[src/rtl/reversible_circular_deque_unit_assert.svh]
// assertion macros used by the deque rtl
`ifndef REVERSIBLE_CIRCULAR_DEQUE_UNIT_ASSERT_SVH
`define REVERSIBLE_CIRCULAR_DEQUE_UNIT_ASSERT_SVH

// condition must hold in the same cycle as the trigger
`define RCDQ_ASSERT_NOW(label, trig, cond) \
    label: assert property (@(posedge clk) disable iff (!rst_n) (trig) |-> (cond)) \
        else $error("rcdq assertion failed");

// condition must hold in the cycle after the trigger
`define RCDQ_ASSERT_NEXT(label, trig, cond) \
    label: assert property (@(posedge clk) disable iff (!rst_n) (trig) |=> (cond)) \
        else $error("rcdq assertion failed");

`endif

[src/rtl/rcdq_pkg.sv]
`default_nettype none

package rcdq_pkg;

    localparam int CAPACITY_DEF   = 64;
    localparam int DATA_WIDTH_DEF = 32;

    // operation codes, codes 9 to 15 are no-ops
    typedef enum logic [3:0] {
        KIND_PUSH_BACK  = 4'd0,
        KIND_PUSH_FRONT = 4'd1,
        KIND_POP_BACK   = 4'd2,
        KIND_POP_FRONT  = 4'd3,
        KIND_READ       = 4'd4,
        KIND_WRITE      = 4'd5,
        KIND_REVERSE    = 4'd6,
        KIND_SEARCH     = 4'd7,
        KIND_CLEAR      = 4'd8
    } kind_t;

    typedef enum logic [1:0] {
        STATUS_OK    = 2'd0,
        STATUS_RANGE = 2'd1,
        STATUS_FULL  = 2'd2,
        STATUS_EMPTY = 2'd3
    } status_t;

    typedef struct packed {
        kind_t       kind;
        logic [31:0] value;
        logic [5:0]  position;
    } req_t;

    typedef struct packed {
        status_t     status;
        logic [31:0] read_data;
        logic        found;
        logic [5:0]  found_position;
        logic [6:0]  count;
    } rsp_t;

endpackage

`default_nettype wire

[src/rtl/reversible_circular_deque_unit.sv]
`default_nettype none

// channel | direction | handshake               | payload
// --------+-----------+-------------------------+----------------------------------
// req     | in        | req_valid / req_ready   | rcdq_pkg::req_t (kind, value, pos)
// rsp     | out       | rsp_valid / rsp_ready   | rcdq_pkg::rsp_t (one per request)
//
// push, pop, write, reverse, clear and no-op answer from the idle state; read
// passes through S_READ (one registered read of the element memory); search
// steps through S_SCAN from logical index 0 up to the first match or the last
// element and answers at once when empty, one memory read per element scanned
// reset clears head, tail, occupancy, the reverse flag and the sequencer; the
// element memory is not cleared, an entry is only read after it was written
// req_ready is low while a read or search is in flight, and while the response
// register is full and rsp_ready is low

`include "reversible_circular_deque_unit_assert.svh"

module reversible_circular_deque_unit #(
    parameter int CAPACITY   = rcdq_pkg::CAPACITY_DEF,
    parameter int DATA_WIDTH = rcdq_pkg::DATA_WIDTH_DEF
) (
    input  wire logic            clk,
    input  wire logic            rst_n,
    input  wire logic            req_valid,
    output logic                 req_ready,
    input  wire rcdq_pkg::req_t  req,
    output logic                 rsp_valid,
    input  wire logic            rsp_ready,
    output rcdq_pkg::rsp_t       rsp
);

    localparam int AW = $clog2(CAPACITY);      // physical slot index width
    localparam int SW = AW + 1;                // wrap arithmetic width
    localparam int OW = $clog2(CAPACITY + 1);  // occupancy width

    // one-hot sequencer
    typedef enum logic [2:0] {
        S_IDLE = 3'b001,
        S_READ = 3'b010,
        S_SCAN = 3'b100
    } state_t;

    // element store, single write port and registered read port
    logic [DATA_WIDTH-1:0] mem [CAPACITY];
    logic                  mem_we;
    logic [AW-1:0]         mem_waddr;
    logic [DATA_WIDTH-1:0] mem_wdata;
    logic                  mem_re;
    logic [AW-1:0]         mem_raddr;
    logic [DATA_WIDTH-1:0] mem_rdata_reg;

    // control state
    state_t        state_reg, state_next;
    logic [AW-1:0] head_reg, head_next;   // physical first element (unreversed)
    logic [AW-1:0] tail_reg, tail_next;   // physical slot after the last element
    logic [OW-1:0] occ_reg, occ_next;
    logic          flip_reg, flip_next;
    logic [OW-1:0] scan_idx_reg, scan_idx_next;
    logic          rsp_valid_reg, rsp_valid_next;

    // payload holding registers
    rcdq_pkg::req_t op_reg;
    rcdq_pkg::rsp_t rsp_reg, rsp_next;
    logic           rsp_load;

    logic req_fire;
    logic is_full;
    logic is_empty;
    logic pos_in_range;
    logic scan_hit;
    logic scan_last;

    // logical index to physical slot, reversed order counts back from tail
    function automatic logic [AW-1:0] phys_of(
        input logic [AW-1:0] lidx,
        input logic [AW-1:0] hd,
        input logic [AW-1:0] tl,
        input logic          flp
    );
        logic [SW-1:0] s;
        if (flp) begin
            s = {1'b0, tl} + SW'(CAPACITY - 1) - {1'b0, lidx};
        end else begin
            s = {1'b0, hd} + {1'b0, lidx};
        end
        if (s >= SW'(CAPACITY)) begin
            s = s - SW'(CAPACITY);
        end
        return s[AW-1:0];
    endfunction

    function automatic logic [AW-1:0] slot_inc(input logic [AW-1:0] x);
        return (x == AW'(CAPACITY - 1)) ? '0 : x + AW'(1);
    endfunction

    function automatic logic [AW-1:0] slot_dec(input logic [AW-1:0] x);
        return (x == '0) ? AW'(CAPACITY - 1) : x - AW'(1);
    endfunction

    // a new transaction is taken only in idle when the response register is empty
    // or frees up by the same edge, so ops handled in idle can answer at once
    assign req_ready = (state_reg == S_IDLE) && (!rsp_valid_reg || rsp_ready);
    assign req_fire  = req_valid && req_ready;
    assign rsp_valid = rsp_valid_reg;
    assign rsp       = rsp_reg;

    assign is_full      = (occ_reg == OW'(CAPACITY));
    assign is_empty     = (occ_reg == '0);
    assign pos_in_range = (32'(req.position) < 32'(occ_reg));

    // scan compares the element read in the previous cycle
    assign scan_hit  = (mem_rdata_reg == DATA_WIDTH'(op_reg.value));
    assign scan_last = ((scan_idx_reg + OW'(1)) == occ_reg);

    always_comb
    begin
        state_next     = state_reg;
        head_next      = head_reg;
        tail_next      = tail_reg;
        occ_next       = occ_reg;
        flip_next      = flip_reg;
        scan_idx_next  = scan_idx_reg;
        rsp_valid_next = rsp_valid_reg;
        rsp_load       = 1'b0;
        rsp_next       = '0;
        mem_we         = 1'b0;
        mem_waddr      = tail_reg;
        mem_wdata      = DATA_WIDTH'(req.value);
        mem_re         = 1'b0;
        mem_raddr      = phys_of(AW'(req.position), head_reg, tail_reg, flip_reg);

        if (rsp_valid_reg && rsp_ready) begin
            rsp_valid_next = 1'b0;
        end

        case (state_reg)
            S_IDLE:
            begin
                if (req_fire) begin
                    rsp_load        = 1'b1;
                    rsp_next.status = rcdq_pkg::STATUS_OK;
                    case (req.kind) inside
                        rcdq_pkg::KIND_PUSH_BACK, rcdq_pkg::KIND_PUSH_FRONT:
                        begin
                            if (is_full) begin
                                rsp_next.status = rcdq_pkg::STATUS_FULL;
                            end else begin
                                mem_we   = 1'b1;
                                occ_next = occ_reg + OW'(1);
                                if ((req.kind == rcdq_pkg::KIND_PUSH_BACK) != flip_reg) begin
                                    mem_waddr = tail_reg;
                                    tail_next = slot_inc(tail_reg);
                                end else begin
                                    mem_waddr = slot_dec(head_reg);
                                    head_next = slot_dec(head_reg);
                                end
                            end
                        end
                        rcdq_pkg::KIND_POP_BACK, rcdq_pkg::KIND_POP_FRONT:
                        begin
                            if (is_empty) begin
                                rsp_next.status = rcdq_pkg::STATUS_EMPTY;
                            end else begin
                                occ_next = occ_reg - OW'(1);
                                if ((req.kind == rcdq_pkg::KIND_POP_BACK) != flip_reg) begin
                                    tail_next = slot_dec(tail_reg);
                                end else begin
                                    head_next = slot_inc(head_reg);
                                end
                            end
                        end
                        rcdq_pkg::KIND_READ:
                        begin
                            if (!pos_in_range) begin
                                rsp_next.status = rcdq_pkg::STATUS_RANGE;
                            end else begin
                                // answer once the memory data is back
                                rsp_load   = 1'b0;
                                mem_re     = 1'b1;
                                state_next = S_READ;
                            end
                        end
                        rcdq_pkg::KIND_WRITE:
                        begin
                            if (!pos_in_range) begin
                                rsp_next.status = rcdq_pkg::STATUS_RANGE;
                            end else begin
                                mem_we    = 1'b1;
                                mem_waddr = phys_of(AW'(req.position), head_reg, tail_reg,
                                                    flip_reg);
                            end
                        end
                        rcdq_pkg::KIND_REVERSE:
                        begin
                            flip_next = !flip_reg;
                        end
                        rcdq_pkg::KIND_SEARCH:
                        begin
                            if (!is_empty) begin
                                rsp_load      = 1'b0;
                                mem_re        = 1'b1;
                                mem_raddr     = phys_of('0, head_reg, tail_reg, flip_reg);
                                scan_idx_next = '0;
                                state_next    = S_SCAN;
                            end
                        end
                        rcdq_pkg::KIND_CLEAR:
                        begin
                            head_next = '0;
                            tail_next = '0;
                            occ_next  = '0;
                        end
                        default:
                        begin
                        end
                    endcase
                    rsp_next.count = 7'(occ_next);
                    if (rsp_load) begin
                        rsp_valid_next = 1'b1;
                    end
                end
            end
            S_READ:
            begin
                rsp_load           = 1'b1;
                rsp_next.status    = rcdq_pkg::STATUS_OK;
                rsp_next.read_data = 32'(mem_rdata_reg);
                rsp_next.count     = 7'(occ_reg);
                rsp_valid_next     = 1'b1;
                state_next         = S_IDLE;
            end
            S_SCAN:
            begin
                if (scan_hit || scan_last) begin
                    rsp_load                = 1'b1;
                    rsp_next.status         = rcdq_pkg::STATUS_OK;
                    rsp_next.found          = scan_hit;
                    rsp_next.found_position = scan_hit ? 6'(scan_idx_reg) : '0;
                    rsp_next.count          = 7'(occ_reg);
                    rsp_valid_next          = 1'b1;
                    state_next              = S_IDLE;
                end else begin
                    // fetch the next logical element
                    mem_re        = 1'b1;
                    mem_raddr     = phys_of(AW'(scan_idx_reg + OW'(1)), head_reg, tail_reg,
                                            flip_reg);
                    scan_idx_next = scan_idx_reg + OW'(1);
                end
            end
            default:
            begin
                state_next = S_IDLE;
            end
        endcase
    end

    always_ff @(posedge clk or negedge rst_n)
    begin
        if (!rst_n) begin
            state_reg     <= S_IDLE;
            head_reg      <= '0;
            tail_reg      <= '0;
            occ_reg       <= '0;
            flip_reg      <= 1'b0;
            scan_idx_reg  <= '0;
            rsp_valid_reg <= 1'b0;
        end else begin
            state_reg     <= state_next;
            head_reg      <= head_next;
            tail_reg      <= tail_next;
            occ_reg       <= occ_next;
            flip_reg      <= flip_next;
            scan_idx_reg  <= scan_idx_next;
            rsp_valid_reg <= rsp_valid_next;
        end
    end

    // payload registers, no reset
    always_ff @(posedge clk)
    begin
        if (req_fire) begin
            op_reg <= req;
        end
        if (rsp_load) begin
            rsp_reg <= rsp_next;
        end
    end

    // element memory
    always_ff @(posedge clk)
    begin
        if (mem_we) begin
            mem[mem_waddr] <= mem_wdata;
        end
    end

    always_ff @(posedge clk)
    begin
        if (mem_re) begin
            mem_rdata_reg <= mem[mem_raddr];
        end
    end

    // tail always sits occupancy slots past head
    `RCDQ_ASSERT_NOW(a_tail_tracks_head, 1'b1,
        32'(tail_reg) == ((32'(head_reg) + 32'(occ_reg) >= 32'(CAPACITY)) ?
            (32'(head_reg) + 32'(occ_reg) - 32'(CAPACITY)) :
            (32'(head_reg) + 32'(occ_reg))))
    // nothing waits in the response register while a read or scan is in flight
    `RCDQ_ASSERT_NOW(a_busy_no_rsp, state_reg != S_IDLE, !rsp_valid_reg)
    // the scan never runs past the stored elements
    `RCDQ_ASSERT_NOW(a_scan_in_range, state_reg == S_SCAN, scan_idx_reg < occ_reg)
    // every accepted transaction either answers at once or keeps the sequencer busy
    `RCDQ_ASSERT_NEXT(a_req_progress, req_fire, rsp_valid_reg || state_reg != S_IDLE)

endmodule

`default_nettype wire
[config.mk]
export PLATFORM = sky130hd
export DESIGN_NAME = reversible_circular_deque_unit
export DESIGN_NICKNAME = d
export VERILOG_FILES = /design/src/rtl/rcdq_pkg.sv /design/src/rtl/reversible_circular_deque_unit.sv
export VERILOG_INCLUDE_DIRS = /design/src /design/src/rtl
export SDC_FILE = /design/constraint.sdc
export NUM_CORES = 2
export LEC_CHECK = 0
export BUFFER_PORTS_ARGS = -buffer_cell sky130_fd_sc_hd__buf_4
export CAP_MARGIN = 30
export CORE_ASPECT_RATIO = 1.1
export CORE_MARGIN = 2
export CORE_UTILIZATION = 40
export CTS_CLUSTER_SIZE = 28
export DETAILED_ROUTE_END_ITERATION = 12
export HOLD_SLACK_MARGIN = 0.08
export PLACE_DENSITY = 0.62
export SLEW_MARGIN = 5
export SYNTH_ARGS = -nofsm -noshare
export SYNTH_HDL_FRONTEND = slang
export SYNTH_SLANG_ARGS = --single-unit
[constraint.sdc]
create_clock -name clk -period 5.2 [get_ports clk]
set_input_delay 0.26 -clock clk [delete_from_list [all_inputs] [get_ports clk]]
set_output_delay 0.26 -clock clk [all_outputs]
set_load 0.05 [all_outputs]
==> flow_summary.ini <==
[logic_synthesis]
postSynthAreaPerCell_um2 = 15.4
postSynthCellCount = 5671
ys_ff_latch = 2191
synth_seq_area_share_pct = 75.1
synth-edff-count = 2160
ys_top_cells_by_count = edfxtp_1 (2160), nand2_1 (823), mux2i_1 (611)
ys.flop_type = edfxtp_1
syn_area_mm2 = 0.0874
synth_area_leaders = edfxtp_1 (74%), mux2i_1 (7.0%), nand2_1 (3.5%)
synth_warnings = 0
synth_most_common_cell = edfxtp_1
yosysUniqueCellTypes = 86
synthArstFlopShare_pct = 1.41
synth.largest_area_cell = edfxtp_1
yosysTopAreaCellShare_pct = 74.2
syn_nets = 5755

[clock_network]
path_clk_slew_ps = 60
clk_latency_ps = 880
cts.sinks = 2191
cts_buffer_depth = 3
cts-root-buf = clkbuf_16
cts_tree = done
cts_made_buffers = 213
h-tree-depth = 4

[job]
max_cap_violations = 0

[power_and_ir_drop]
ir_drop_mv = 0.805
total_power_w = 0.0671
power_density_mw_per_mm2 = 659
p_leak_nw = 35.5

[timing]
setup_tns_ps = 0
hold_viol = 0
max_freq_mhz = 197
rsz0062_at_grt = no
maxSlewHeadroom_pct = 32.7
maxSlewViolCount = 0
skew_ps = 48.2
min_period_ps = 5070
timing.final.crit_share_pct = 97.4
setup_viol = 0
worst_pin_slew_ps = 1010

[floorplan]
ios = 96
initial_core_util_pct = 40.3
row_count = 179
core_area_mm2 = 0.217
die_width_um = 450
die_y_um = 494
die_area_mm2 = 0.222

[final_layout]
largest_reg_flops = 2048
nNetsFinal = 6087
layout-drive-gt1-share_pct = 13.4
area_growth_pct = 16.5
fillers = 18494
utilization_pct = 47.0
instances_no_fill = 9098

[worst_hold_path]
min_path_type = primary input to flop

[critical_path]
critPathKind = flop to flop
worst_setup_path_end_kind = flop
cp-start-kind = flop
path_buf_inv = 3
worst_ep_arrival_time_ps = 5680
slowest_delay_ps = 560
cpMaxStageDelayCell = o21ai_0
crit_chain = inv_1 > ha_1 > or4b_4 > o31a_1 > nor4bb_1 > a31oi_4 > nand4_2 > nand2_8 > buf_12 > buf_4 > mux2i_1 > o22ai_1 > o21ai_0 > nand2_1 > or4_1
critical-path-top-delay-family = simple AND/OR/NAND/NOR gates
cp_max_fo = 43
required_ps = 5810

[drt]
via_per_inst = 5.71
antenna_left = 0
finalWirelength_um = 255000
drc = 0
detailedRoute.firstIterationViolations = 5878
routedWlPerCell_um = 28.0
vias = 51978
dr.pass1.iters = 6

[place]
port_buffers = 95
dp_hpwl_um = 148000
place_congestion = 0.864
placed_cells = 8633

[grt]
grt_pass1_wl_um = 363000
antenna_found_initial = 22
grt_usage_pct = 22.6
grt_pass1_vias = 50112
grt_max_degree = 131
grt_overflow_total = 0

[run_status]
status = complete, no violations
path summary, 6_finish.rpt:
kind                                        startpoint                           to  slack [ps]  cells after the start
min in group asynchronous                        rst_n     state_reg[0]$_DFFE_PN1P_         460                      3
setup reg to reg                occ_reg[1]$_DFFE_PN0P_  mem_rdata_reg[19]$_DFFE_PP_         130                     15
hold / removal                               rsp_ready          rsp_valid$_DFF_PN0_         340                      4
max in group asynchronous                        rst_n      tail_reg[0]$_DFFE_PN0P_        4540                      4
setup / recovery                occ_reg[1]$_DFFE_PN0P_  mem_rdata_reg[19]$_DFFE_PP_         130                     15
hold reg to reg            scan_idx_reg[6]$_DFFE_PN0P_  scan_idx_reg[6]$_DFFE_PN0P_         510                      1
worst register-to-register path, stage by stage, from the launching register on:
cell	delay, ps
dfrtp_1	370
inv_1	100
ha_1	230
or4b_4	520
o31a_1	320
nor4bb_1	190
a31oi_4	240
nand4_2	220
nand2_8	290
buf_12	380
buf_4	350
mux2i_1	220
o22ai_1	120
o21ai_0	560
nand2_1	210
or4_1	510
kinds of logic after synthesis:
kind of cell               count (synthesis)  share of synthesized area, %
AOI/OAI and AO/OA                        965                          7.20
xor gates and xnor gates                  67                         0.696
adders and majority gates                 38                         0.578
buffers and inverters                    380                          2.01
DFF                                     2191                          75.1
muxes                                    613                          7.02
and+or+nand+nor                         1417                          7.40
cell usage in the layout (no fill, tap or decap), types with 30 or more instances in the layout:
cell type / instances
buf_12: 99
inv_1: 38
a32o_1: 30
a31oi_1: 42
or4_1: 31
a32oi_1: 98
mux2i_1: 611
nand4_1: 109
nand2_1: 823
clkinv_2: 31
a21o_1: 54
nor2_4: 52
o21ai_0: 156
ha_1: 34
and3_1: 36
clkbuf_16: 213
clkbuf_1: 38
buf_4: 310
clkinv_1: 58
and2_1: 42
o211a_1: 30
nor2_1: 57
dlygate4sd3_1: 43
edfxtp_1: 2160
o22ai_1: 253
nand3_1: 162
dfrtp_1: 30
a21oi_1: 195
xnor2_1: 47
final cells by class:
class	instances	area, µm²	area share, %
Multi-Input combinational cell	3100	20700	20.3
Sequential cell	2191	65600	64.5
Clock buffer	251	5470	5.37
Inverter	39	146	0.144
Antenna cell	25	62.6	0.0614
Timing Repair Buffer	458	4820	4.74
Clock inverter	138	1410	1.38
Tap cell	2896	3620	3.56
report_power, final:
part / internal, W / switching [W] / total [W]
sequential: 0.0200 / 0.000289 / 0.0203
clock: 0.00854 / 0.00672 / 0.0153
combinational: 0.0107 / 0.0209 / 0.0316
total: 0.0393 / 0.0279 / 0.0671
through the flow:
stage               hold slack [ps]  cell area [µm²]  setup slack [ps]
floorplan                     -35.6            87500              -183
global placement                249            94300              -489
global route                    357           102000              1.01
finish                          337           102000               134
CTS                            90.2           102000              33.8
detailed placement              251            94300              54.3
per-layer routing:
metal / vias up / GRT usage, % / share of wire [%]
met4: 0 / 10.9 / 5.2
met1: 26547 / 29.0 / 39
met3: 467 / 3.27 / 7.5
met5: - / 0 / 0
met2: 2275 / 37.7 / 49
li1: 22689 / - / -
what timing repair did:
item                                    4_1_cts  5_1_grt
hold endpoints to repair                   1266       61
hold buffers                                 42        2
gates resized for setup                       0        7
endpoints found under the setup margin        0       30
buffers inserted                              0        4
(Power assumes the default switching activity.)
